==> src/tkm_pkg.sv <==
// Shared constants, codes and types of the trie keyword matcher.
`timescale 1ns / 1ps
`default_nettype none
package tkm_pkg;

  localparam int NODE_COUNT = 256;
  localparam int ALPHABET   = 26;
  localparam int SYM_W      = 5;

  localparam logic [7:0] LOW_A  = 8'd97;
  localparam logic [7:0] HIGH_Z = 8'd122;

  localparam logic CMD_INSERT = 1'b0;
  localparam logic CMD_LOOKUP = 1'b1;

  typedef enum logic [1:0] {
    ST_LOOKUP   = 2'd0,
    ST_INSERTED = 2'd1,
    ST_INVALID  = 2'd2,
    ST_FULL     = 2'd3
  } status_t;

  typedef enum logic [1:0] {
    S_CLEAR,
    S_IDLE,
    S_LINK,
    S_MARK
  } walk_state_t;

endpackage
`default_nettype wire

==> src/tkm_in_if.sv <==
// Character channel of the trie keyword matcher.
`timescale 1ns / 1ps
`default_nettype none
interface tkm_in_if;
  logic       valid;
  logic       ready;
  logic       cmd;
  logic [7:0] letter;
  logic       last;

  modport source (output valid, output cmd, output letter, output last, input ready);
  modport sink (input valid, input cmd, input letter, input last, output ready);
endinterface
`default_nettype wire

==> src/tkm_out_if.sv <==
// Result channel of the trie keyword matcher.
`timescale 1ns / 1ps
`default_nettype none
interface tkm_out_if;
  logic       valid;
  logic       ready;
  logic       kw_hit;
  logic [1:0] status;

  modport source (output valid, output kw_hit, output status, input ready);
  modport sink (input valid, input kw_hit, input status, output ready);
endinterface
`default_nettype wire

==> src/tkm_walker.sv <==
// Trie walker: clearing pass, link read-modify-write, end marks and result register.
`timescale 1ns / 1ps
`default_nettype none
module tkm_walker #(
  parameter int NODE_COUNT = tkm_pkg::NODE_COUNT,
  localparam int NW = $clog2(NODE_COUNT),
  localparam int LINK_DEPTH = NODE_COUNT * tkm_pkg::ALPHABET,
  localparam int LAW = $clog2(LINK_DEPTH)
) (
  input  wire logic          clk,
  input  wire logic          rst_n,
  tkm_in_if.sink             in_ch,
  tkm_out_if.source          out_ch,
  output logic               lk_we,
  output logic [LAW-1:0]     lk_waddr,
  output logic [NW-1:0]      lk_wdata,
  output logic               lk_re,
  output logic [LAW-1:0]     lk_raddr,
  input  wire logic [NW-1:0] lk_rdata,
  output logic               mk_we,
  output logic [NW-1:0]      mk_waddr,
  output logic               mk_wdata,
  output logic               mk_re,
  output logic [NW-1:0]      mk_raddr,
  input  wire logic          mk_rdata
);

  localparam int FW = $clog2(NODE_COUNT + 1);

  tkm_pkg::walk_state_t state_r, state_nxt;
  logic [LAW-1:0]       clr_r, clr_nxt;
  logic [NW-1:0]        cursor_r, cursor_nxt;
  logic [FW-1:0]        free_r, free_nxt;
  logic                 failed_r, failed_nxt;
  tkm_pkg::status_t     code_r, code_nxt;
  logic                 out_valid_r, out_valid_nxt;

  logic                 cmd_r, cmd_nxt;
  logic                 last_r, last_nxt;
  logic                 bad_r, bad_nxt;
  logic [LAW-1:0]       addr_r, addr_nxt;
  logic                 out_kw_r, out_kw_nxt;
  tkm_pkg::status_t     out_status_r, out_status_nxt;

  logic [7:0]           sym_full;
  logic [LAW-1:0]       link_addr;
  logic                 letter_bad;
  logic [NW-1:0]        cur_w;

  assign sym_full   = in_ch.letter - tkm_pkg::LOW_A;
  assign letter_bad = (in_ch.letter < tkm_pkg::LOW_A) || (in_ch.letter > tkm_pkg::HIGH_Z);
  assign link_addr  = LAW'(cursor_r) * LAW'(tkm_pkg::ALPHABET)
                      + LAW'(sym_full[tkm_pkg::SYM_W-1:0]);

  assign out_ch.valid  = out_valid_r;
  assign out_ch.kw_hit = out_kw_r;
  assign out_ch.status = out_status_r;

  always_comb begin
    state_nxt      = state_r;
    clr_nxt        = clr_r;
    cursor_nxt     = cursor_r;
    free_nxt       = free_r;
    failed_nxt     = failed_r;
    code_nxt       = code_r;
    out_valid_nxt  = out_valid_r && !out_ch.ready;
    cmd_nxt        = cmd_r;
    last_nxt       = last_r;
    bad_nxt        = bad_r;
    addr_nxt       = addr_r;
    out_kw_nxt     = out_kw_r;
    out_status_nxt = out_status_r;
    in_ch.ready    = 1'b0;
    lk_we          = 1'b0;
    lk_waddr       = addr_r;
    lk_wdata       = free_r[NW-1:0];
    lk_re          = 1'b0;
    lk_raddr       = link_addr;
    mk_we          = 1'b0;
    mk_waddr       = cursor_r;
    mk_wdata       = 1'b1;
    mk_re          = 1'b0;
    mk_raddr       = cursor_r;
    cur_w          = cursor_r;
    case (state_r)
      tkm_pkg::S_CLEAR: begin
        lk_we    = 1'b1;
        lk_waddr = clr_r;
        lk_wdata = '0;
        mk_we    = 1'b1;
        mk_waddr = clr_r[NW-1:0];
        mk_wdata = 1'b0;
        clr_nxt  = clr_r + LAW'(1);
        if (clr_r == LAW'(LINK_DEPTH - 1)) begin
          state_nxt = tkm_pkg::S_IDLE;
        end
      end
      tkm_pkg::S_IDLE: begin
        in_ch.ready = 1'b1;
        if (in_ch.valid) begin
          cmd_nxt   = in_ch.cmd;
          last_nxt  = in_ch.last;
          bad_nxt   = letter_bad;
          addr_nxt  = link_addr;
          lk_re     = 1'b1;
          state_nxt = tkm_pkg::S_LINK;
        end
      end
      tkm_pkg::S_LINK: begin
        if (!failed_r) begin
          if (bad_r) begin
            failed_nxt = 1'b1;
            code_nxt   = (cmd_r == tkm_pkg::CMD_LOOKUP) ? tkm_pkg::ST_LOOKUP
                                                        : tkm_pkg::ST_INVALID;
          end else if (lk_rdata != '0) begin
            cur_w = lk_rdata;
          end else if (cmd_r == tkm_pkg::CMD_LOOKUP) begin
            failed_nxt = 1'b1;
            code_nxt   = tkm_pkg::ST_LOOKUP;
          end else if (free_r == FW'(NODE_COUNT)) begin
            failed_nxt = 1'b1;
            code_nxt   = tkm_pkg::ST_FULL;
          end else begin
            lk_we    = 1'b1;
            cur_w    = free_r[NW-1:0];
            free_nxt = free_r + FW'(1);
          end
        end
        cursor_nxt = cur_w;
        mk_raddr   = cur_w;
        if (last_r) begin
          mk_re     = 1'b1;
          state_nxt = tkm_pkg::S_MARK;
        end else begin
          state_nxt = tkm_pkg::S_IDLE;
        end
      end
      tkm_pkg::S_MARK: begin
        if (!out_valid_r || out_ch.ready) begin
          out_valid_nxt = 1'b1;
          if (failed_r) begin
            out_kw_nxt     = 1'b0;
            out_status_nxt = code_r;
          end else if (cmd_r == tkm_pkg::CMD_INSERT) begin
            mk_we          = 1'b1;
            out_kw_nxt     = 1'b0;
            out_status_nxt = tkm_pkg::ST_INSERTED;
          end else begin
            out_kw_nxt     = mk_rdata;
            out_status_nxt = tkm_pkg::ST_LOOKUP;
          end
          cursor_nxt = '0;
          failed_nxt = 1'b0;
          code_nxt   = tkm_pkg::ST_LOOKUP;
          state_nxt  = tkm_pkg::S_IDLE;
        end
      end
      default: begin
        state_nxt = tkm_pkg::S_IDLE;
      end
    endcase
  end

  always_ff @(posedge clk) begin
    if (!rst_n) begin
      state_r     <= tkm_pkg::S_CLEAR;
      clr_r       <= '0;
      cursor_r    <= '0;
      free_r      <= FW'(1);
      failed_r    <= 1'b0;
      code_r      <= tkm_pkg::ST_LOOKUP;
      out_valid_r <= 1'b0;
    end else begin
      state_r     <= state_nxt;
      clr_r       <= clr_nxt;
      cursor_r    <= cursor_nxt;
      free_r      <= free_nxt;
      failed_r    <= failed_nxt;
      code_r      <= code_nxt;
      out_valid_r <= out_valid_nxt;
    end
  end

  always_ff @(posedge clk) begin
    cmd_r        <= cmd_nxt;
    last_r       <= last_nxt;
    bad_r        <= bad_nxt;
    addr_r       <= addr_nxt;
    out_kw_r     <= out_kw_nxt;
    out_status_r <= out_status_nxt;
  end

`ifndef SYNTHESIS
  a_free_bound: assert property (@(posedge clk) disable iff (!rst_n)
    free_r <= FW'(NODE_COUNT))
    else $error("Node pool pointer ran past the node count.");

  a_free_step: assert property (@(posedge clk) disable iff (!rst_n)
    ($past(rst_n) && (free_r != $past(free_r)))
      |-> ($past(lk_we) && $past(state_r == tkm_pkg::S_LINK)))
    else $error("Node pool pointer moved without a new link being written.");

  a_alloc_empty: assert property (@(posedge clk) disable iff (!rst_n)
    (lk_we && state_r == tkm_pkg::S_LINK)
      |-> (lk_rdata == '0 && free_r != FW'(NODE_COUNT) && !failed_r))
    else $error("A link was written over an existing child or with no free node.");

  a_word_end: assert property (@(posedge clk) disable iff (!rst_n)
    (state_r == tkm_pkg::S_MARK && state_nxt == tkm_pkg::S_IDLE)
      |=> (cursor_r == '0 && !failed_r && out_valid_r))
    else $error("Word state was not returned to the root after a result.");
`endif

endmodule
`default_nettype wire
==> src/flat_wrapper.sv <==
// flat-port wrapper written by rule: the top's interface ports become plain ports
module tkm_walker_flat 
#(
  parameter int NODE_COUNT = tkm_pkg::NODE_COUNT,
  localparam int NW = $clog2(NODE_COUNT),
  localparam int LINK_DEPTH = NODE_COUNT * tkm_pkg::ALPHABET,
  localparam int LAW = $clog2(LINK_DEPTH)
)
  (clk, rst_n, lk_we, lk_waddr, lk_wdata, lk_re, lk_raddr, lk_rdata, mk_we, mk_waddr, mk_wdata, mk_re, mk_raddr, mk_rdata, in_ch_valid, in_ch_cmd, in_ch_letter, in_ch_last, in_ch_ready, out_ch_valid, out_ch_kw_hit, out_ch_status, out_ch_ready);
  tkm_in_if in_ch_i ();
  tkm_out_if out_ch_i ();
  input  wire logic clk;
  input  wire logic rst_n;
  output logic lk_we;
  output logic [LAW-1:0] lk_waddr;
  output logic [NW-1:0] lk_wdata;
  output logic lk_re;
  output logic [LAW-1:0] lk_raddr;
  input  wire logic [NW-1:0] lk_rdata;
  output logic mk_we;
  output logic [NW-1:0] mk_waddr;
  output logic mk_wdata;
  output logic mk_re;
  output logic [NW-1:0] mk_raddr;
  input  wire logic mk_rdata;
  input wire logic [$bits(in_ch_i.valid)-1:0] in_ch_valid;
  input wire logic [$bits(in_ch_i.cmd)-1:0] in_ch_cmd;
  input wire logic [$bits(in_ch_i.letter)-1:0] in_ch_letter;
  input wire logic [$bits(in_ch_i.last)-1:0] in_ch_last;
  output wire logic [$bits(in_ch_i.ready)-1:0] in_ch_ready;
  output wire logic [$bits(out_ch_i.valid)-1:0] out_ch_valid;
  output wire logic [$bits(out_ch_i.kw_hit)-1:0] out_ch_kw_hit;
  output wire logic [$bits(out_ch_i.status)-1:0] out_ch_status;
  input wire logic [$bits(out_ch_i.ready)-1:0] out_ch_ready;
  assign in_ch_i.valid = in_ch_valid;
  assign in_ch_i.cmd = in_ch_cmd;
  assign in_ch_i.letter = in_ch_letter;
  assign in_ch_i.last = in_ch_last;
  assign in_ch_ready = in_ch_i.ready;
  assign out_ch_valid = out_ch_i.valid;
  assign out_ch_kw_hit = out_ch_i.kw_hit;
  assign out_ch_status = out_ch_i.status;
  assign out_ch_i.ready = out_ch_ready;
  tkm_walker #(.NODE_COUNT(NODE_COUNT)) u_core (.clk(clk), .rst_n(rst_n), .in_ch(in_ch_i), .out_ch(out_ch_i), .lk_we(lk_we), .lk_waddr(lk_waddr), .lk_wdata(lk_wdata), .lk_re(lk_re), .lk_raddr(lk_raddr), .lk_rdata(lk_rdata), .mk_we(mk_we), .mk_waddr(mk_waddr), .mk_wdata(mk_wdata), .mk_re(mk_re), .mk_raddr(mk_raddr), .mk_rdata(mk_rdata));
endmodule
==> config.mk <==
export PLATFORM = sky130hd
export DESIGN_NAME = tkm_walker_flat
export DESIGN_NICKNAME = d
export VERILOG_FILES = /design/src/tkm_pkg.sv /design/src/tkm_in_if.sv /design/src/tkm_out_if.sv /design/src/tkm_walker.sv /design/src/flat_wrapper.sv
export SDC_FILE = /design/constraint.sdc
export NUM_CORES = 1
export LEC_CHECK = 0
export BUFFER_PORTS_ARGS = -buffer_cell sky130_fd_sc_hd__buf_2
export CORE_MARGIN = 3
export CORE_UTILIZATION = 50
export CTS_BUF_LIST = sky130_fd_sc_hd__clkbuf_4 sky130_fd_sc_hd__clkbuf_8
export DETAILED_ROUTE_END_ITERATION = 7
export PLACE_DENSITY = 0.88
export SLEW_MARGIN = 0
export SYNTH_ARGS = -nofsm -noshare
export SYNTH_HDL_FRONTEND = slang
export SYNTH_SLANG_ARGS = --single-unit
==> constraint.sdc <==
create_clock -name clk -period 3 [get_ports clk]
set_clock_uncertainty 0.2 [all_clocks]
set_input_delay 0.3 -clock clk [delete_from_list [all_inputs] [get_ports clk]]
set_output_delay 0.3 -clock clk [all_outputs]
set_load 0.03 [all_outputs]
After elaboration in Yosys (flattened, before gate mapping)
Index checks and enable logic that the tools add are counted.
{ "word_totals": {"ff_bits": 55, "inputBits": 23, "out_inout_bits": 60, "wordCells": 102} }
{ "op_classes": {"add_sub_neg": 4, "mul": 1, "magnitude_cmp": 2, "n_eq_ne": 11, "mux": 51, "n_bitwise": 5, "n_reduce_logical": 15} }
{ "op_table": {"columns": ["cell", "count"], "rows": [
  ["two-way mux 8 bit", 9],
  ["two-way mux 2 bit", 12],
  ["two-way mux 1 bit", 23],
  ["one-hot mux 8 bit (2 select lines)", 1],
  ["adder 13 x 1 -> 13 bit, second input constant", 1],
  ["adder 13 x 5 -> 13 bit", 1],
  ["== test 13 bit, second input constant", 1],
  ["two-way mux 13 bit", 1],
  ["multiplier 8 x 4 -> 12 bit, second input constant", 1],
  ["adder 9 x 1 -> 9 bit, second input constant", 1],
  ["== test 9 bit, second input constant", 1],
  ["> comparator 8 x 7 -> 1 bit, second input constant", 1],
  ["< comparator 8 x 7 -> 1 bit, second input constant", 1],
  ["one-hot mux 2 bit (4 select lines)", 1],
  ["nonzero test 8 bit", 1],
  ["one-hot mux 1 bit (2 select lines)", 3],
  ["AND reduction 2 bit", 3],
  ["AND reduction 6 bit", 1],
  ["NOT 1 bit", 5],
  ["AND reduction 5 bit", 1],
  ["subtractor 5 x 1 -> 5 bit, second input constant", 1],
  ["== test 2 bit, second input constant", 2],
  ["!= test 2 x 1 -> 1 bit, second input constant", 2],
  ["!= test 2 bit, second input constant", 2],
  ["11 further kinds", 13]
]} }

Logic depth before layout (Yosys ltp)
{ "depth": {"word_depth": 7, "ltp_mapped": 11, "ltp_nobuf": 11} }

Worst setup path before layout
Ideal clock, no wire load.
{ "synth_path": {"path_kind": "reg2reg", "startpoint": "register u_core.cursor_r[1]", "endpoint": "register u_core.addr_r[12] (data pin)", "setup_ns": 0.302, "t_arrival_ns": 3.274, "t_required_ns": 2.498, "slack_ns": -0.776, "stages_incl_launch_ff": 10, "n_path_buf": 0, "synth_period_minus_slack_ns": 3.776, "cell_sequence": "dfxtp_1 ha_1 fa_1 fa_1 a211oi_1 nor3b_1 o31ai_1 o31a_1 nand4b_1 xnor2_1"} }
{ "synth_between": {"elab_chain_cells": 2} }
{ "synth_lines": {"columns": ["item", "line", "source"], "rows": [
  ["start: declaration", "tkm_walker.sv:32", "logic [NW-1:0] cursor_r, cursor_nxt;"],
  ["start signal: assignment", "tkm_walker.sv:176", "cursor_r <= cursor_nxt;"],
  ["multiplier 8 x 4 -> 12 bit", "tkm_walker.sv:52", "assign link_addr = LAW'(cursor_r) * LAW'(tkm_pkg::ALPHABET)"],
  ["adder 13 x 5 -> 13 bit", "tkm_walker.sv:53", "+ LAW'(sym_full[tkm_pkg::SYM_W-1:0]);"],
  ["net lk_raddr[12]", "flat_wrapper.sv:18", "output logic [LAW-1:0] lk_raddr;"],
  ["end signal: assignment", "tkm_walker.sv:188", "addr_r <= addr_nxt;"],
  ["end: declaration", "tkm_walker.sv:41", "logic [LAW-1:0] addr_r, addr_nxt;"]
]} }
The timed path passes the listed nets, and every way through them passes these cells.
A chain may end at the register's enable or synchronous reset.

Worst setup path in the final report
{ "layout_path": {"startpoint": "register u_core.cursor_r[3]", "endpoint": "output lk_raddr[11]"} }
{ "layout_between": {"elab_chain_cells": 2} }
{ "layout_lines": {"columns": ["item", "line"], "rows": [
  ["multiplier 8 x 4 -> 12 bit", "tkm_walker.sv:52"],
  ["adder 13 x 5 -> 13 bit", "tkm_walker.sv:53"],
  ["end: declaration", "flat_wrapper.sv:18"]
]} }
Every way passes these cells.

==> flow_summary.json <==
{
  "outcome": "finished, violations left",
  "violations": "setup timing",
  "hpwl_um": 7800,
  "p_leak_nw": 2.37,
  "p_sw_w": 0.000544,
  "drv_slew": 0,
  "ioPinCount": 83,
  "syn_nets": 480,
  "cp_max_fo": 4,
  "drive_above_1_share": 0.363,
  "hold_viol": 0,
  "crit_path_max_incr_delay_ns": 0.49,
  "final_core_util": 0.741,
  "antenna_found_initial": 0,
  "start_util": 0.530,
  "avgRoutedWirePerCell_um": 18.3,
  "rrSetupSlack_ns": -0.44,
  "grt_pass1_wl_um": 17200,
  "die_y_um": 92.1,
  "nets": 613,
  "yosysWarnings": 0,
  "die_w_um": 92.1,
  "critPathKind": "reg2out",
  "worst_slack_ns": -0.999,
  "ys_ff_latch": 55,
  "layoutNonFillerInstCount": 647,
  "worst-r2r-cell-count": 13,
  "drt-pass1-iter-count": 6,
  "first_global_vias": 3594,
  "clk_latency_ns": 0.32,
  "row_count": 30,
  "netlist_area_sq_um": 3700,
  "worst_slew_pin_slew_ns": 0.673,
  "power_frac_clock": 0.287,
  "avgSynthCellArea_sq_um": 8.88,
  "required_ns": 2.50,
  "async_reset_ff_frac": 0,
  "grt_max_degree": 38,
  "placedCellCount": 627,
  "drv_cap": 0,
  "worstReg2RegEnd": "u_core.addr_r[11]$_DFFE_PP_",
  "slew_headroom": 0.552,
  "power.internal_w": 0.00108,
  "cts_num_sinks": 55,
  "crit_arrival_ns": 3.50,
  "htree_num_levels": 2,
  "rsz0062_at_grt": "true",
  "mostFrequentLayoutCells": "71 x buf_2, 48 x buf_4, 43 x nand2_1, 38 x inv_1, 37 x o21ai_0",
  "ir_drop_v": 0.000300,
  "drc": 0,
  "io_buffers": 82,
  "cpMaxStageDelayCell": "fa_1",
  "track_usage": 0.253,
  "p_per_area_nw_per_um2": 314,
  "synth_edf_count": 19,
  "synth_top_area_share": 0.195,
  "r2r_start": "u_core.cursor_r[3]$_SDFFE_PN0P_",
  "gr-total-overflow": 0,
  "p_seq_frac": 0.499,
  "synth_cell_types": 50,
  "post-route-period-util": 1.33,
  "cts_root_buf": "clkbuf_8",
  "power_frac_comb": 0.214,
  "die_area_sq_um": 8480,
  "cts_buffers": 5,
  "ys_seq_area_frac": 0.349,
  "end_kind": "primary output",
  "endpoint": "lk_raddr[11]",
  "crit_chain": "ha_4 > inv_2 > fa_1 > inv_2 > ha_4 > buf_6 > nand3_4 > o211ai_1 > nor2_1 > xnor2_1 > buf_4 > nand3_2 > xor2_4 > buf_6",
  "synth_ff_type": "dfxtp_1",
  "syn_inst": 417,
  "core_area_sq_um": 6980,
  "min_period_ns": 4.00,
  "crit_start": "u_core.cursor_r[3]$_SDFFE_PN0P_",
  "place.gp.congestion": 0.919,
  "drt_iter0_drc": 377,
  "synth.largest_area_cell": "dfxtp_1",
  "cts.path.max_buffers": 2,
  "n_antenna_cell": 0,
  "drt_wl_total_um": 11800,
  "cts_tree": "yes",
  "vias": 3749,
  "ant_nets": 0,
  "crit_path_start_kind": "flip-flop",
  "p_sw_frac": 0.335,
  "finalSetupViolations": 11,
  "viasPerCell": 5.79,
  "max_freq_ghz": 0.250,
  "area_growth_pct": 39.6,
  "clk_pin_slew_ns": 0.12,
  "hold_path.class": "in2reg",
  "final_common_cell": "buf_2",
  "synth.area.top_cells": "dfxtp_1 19%, edfxtp_1 15%, ha_1 11%",
  "hold_slack_ns": 0.0391
}
==> power groups by stage <==
stage / logic, W / clock network (W) / registers, W
2_1_floorplan: 0.000227 / 0 / 0.000820
3_3_place_gp: 0.000331 / 0 / 0.000825
3_5_place_dp: 0.000339 / 0 / 0.000826
4_1_cts: 0.000343 / 0.000468 / 0.000808
5_1_grt: 0.000372 / 0.000497 / 0.000811
6_report: 0.000347 / 0.000465 / 0.000809
==> area by class of cell <==
| type | count | area [sq um] |
|---|---|---|
| Multi-Input combinational cell | 310 | 2560 |
| Fill cell | 485 | 1810 |
| Sequential cell | 55 | 1310 |
| Timing Repair Buffer | 137 | 925 |
| Inverter | 41 | 154 |
| Tap cell | 96 | 120 |
| Clock buffer | 5 | 68.8 |
| Clock inverter | 3 | 33.8 |
==> how the worst min path moves through the flow <==
stage                     cells after the start                          start                             to  slack (ns)
after floorplan                               0                      in_ch_cmd         u_core.cmd_r$_DFFE_PP_        0.20
after global placement                        2  u_core.code_r[1]$_SDFFE_PN0P_  u_core.code_r[1]$_SDFFE_PN0P_        0.25
after detailed placement                      2  u_core.code_r[1]$_SDFFE_PN0P_  u_core.code_r[1]$_SDFFE_PN0P_        0.28
after CTS                                     2                in_ch_letter[7]         u_core.bad_r$_DFFE_PP_        0.04
after global routing                          2                in_ch_letter[5]         u_core.bad_r$_DFFE_PP_        0.06
final                                         2                in_ch_letter[7]         u_core.bad_r$_DFFE_PP_        0.04
==> flip-flops by register name (all words and copies together), names as in the netlist <==
name and flops:
u_core.code_r 2, u_core.out_ch.status 2, u_core.clr_r 13, u_core.out_ch.kw_hit 1
u_core.failed_r 1, u_core.addr_r 13, u_core.cursor_r 8, u_core.bad_r 1
u_core.last_r 1, u_core.cmd_r 1, u_core.state_r 2, u_core.out_ch.valid 1
u_core.free_r 9
==> stage by stage <==
step	area (sq um)	TNS, ns	total power [W]	setup WS (ns)
3_3_place_gp	4680	-2.21	0.00116	-0.426
2_1_floorplan	3860	-1.77	0.00105	-0.314
3_5_place_dp	4680	-2.71	0.00117	-0.517
6_report	5170	-6.33	0.00162	-0.999
5_1_grt	5170	-7.54	0.00168	-1.10
4_1_cts	4940	-4.72	0.00162	-0.789
==> cell usage after synthesis, types with 10 or more instances <==
master	number
xnor2_1	23
dfxtp_1	36
edfxtp_1	19
inv_1	41
nor2b_1	12
xor2_1	11
and2_1	25
clkbuf_1	10
ha_1	34
nor2_1	19
a21oi_1	17
nand2_1	44
o21ai_0	43
==> metal layers <==
layer,share of wire,up-vias,wire [um],track usage
li1,-,1680,-,-
met5,0,-,0,0
met3,0.076,69,899,0.0353
met2,0.49,233,5830,0.451
met1,0.37,1767,4410,0.315
met4,0.057,0,676,0.0755
==> repair_timing <==
| action | 4_1_cts | 5_1_grt |
|---|---|---|
| hold endpoints to repair | 2 | 0 |
| resized for setup | 28 | 41 |
| setup buffers | 5 | 7 |
| setup endpoints to repair | 13 | 21 |
| pin swaps | 5 | 18 |
| hold buffers | 2 | 0 |
==> kinds of logic after synthesis <==
family / count (synthesis) / synth area share
and+or+nand+nor: 143 / 0.208
AOI/OAI and AO/OA: 85 / 0.138
DFF: 55 / 0.349
buffers and inverters: 52 / 0.0547
adders and majority gates: 40 / 0.147
xor gates and xnor gates: 34 / 0.0804
muxes: 8 / 0.0230
==> worst max-delay path, delay by kind of cell (launching register included) <==
kind,cells,cell delay [ns]
XOR/XNOR,2,0.55
AND/OR/NAND/NOR,3,0.34
buffers and inverters,5,0.54
flip-flops,1,0.40
AO/OA/AOI/OAI,1,0.29
adder cells (fa/ha/maj),3,1.05
Power figures use the tool's default switching activity.
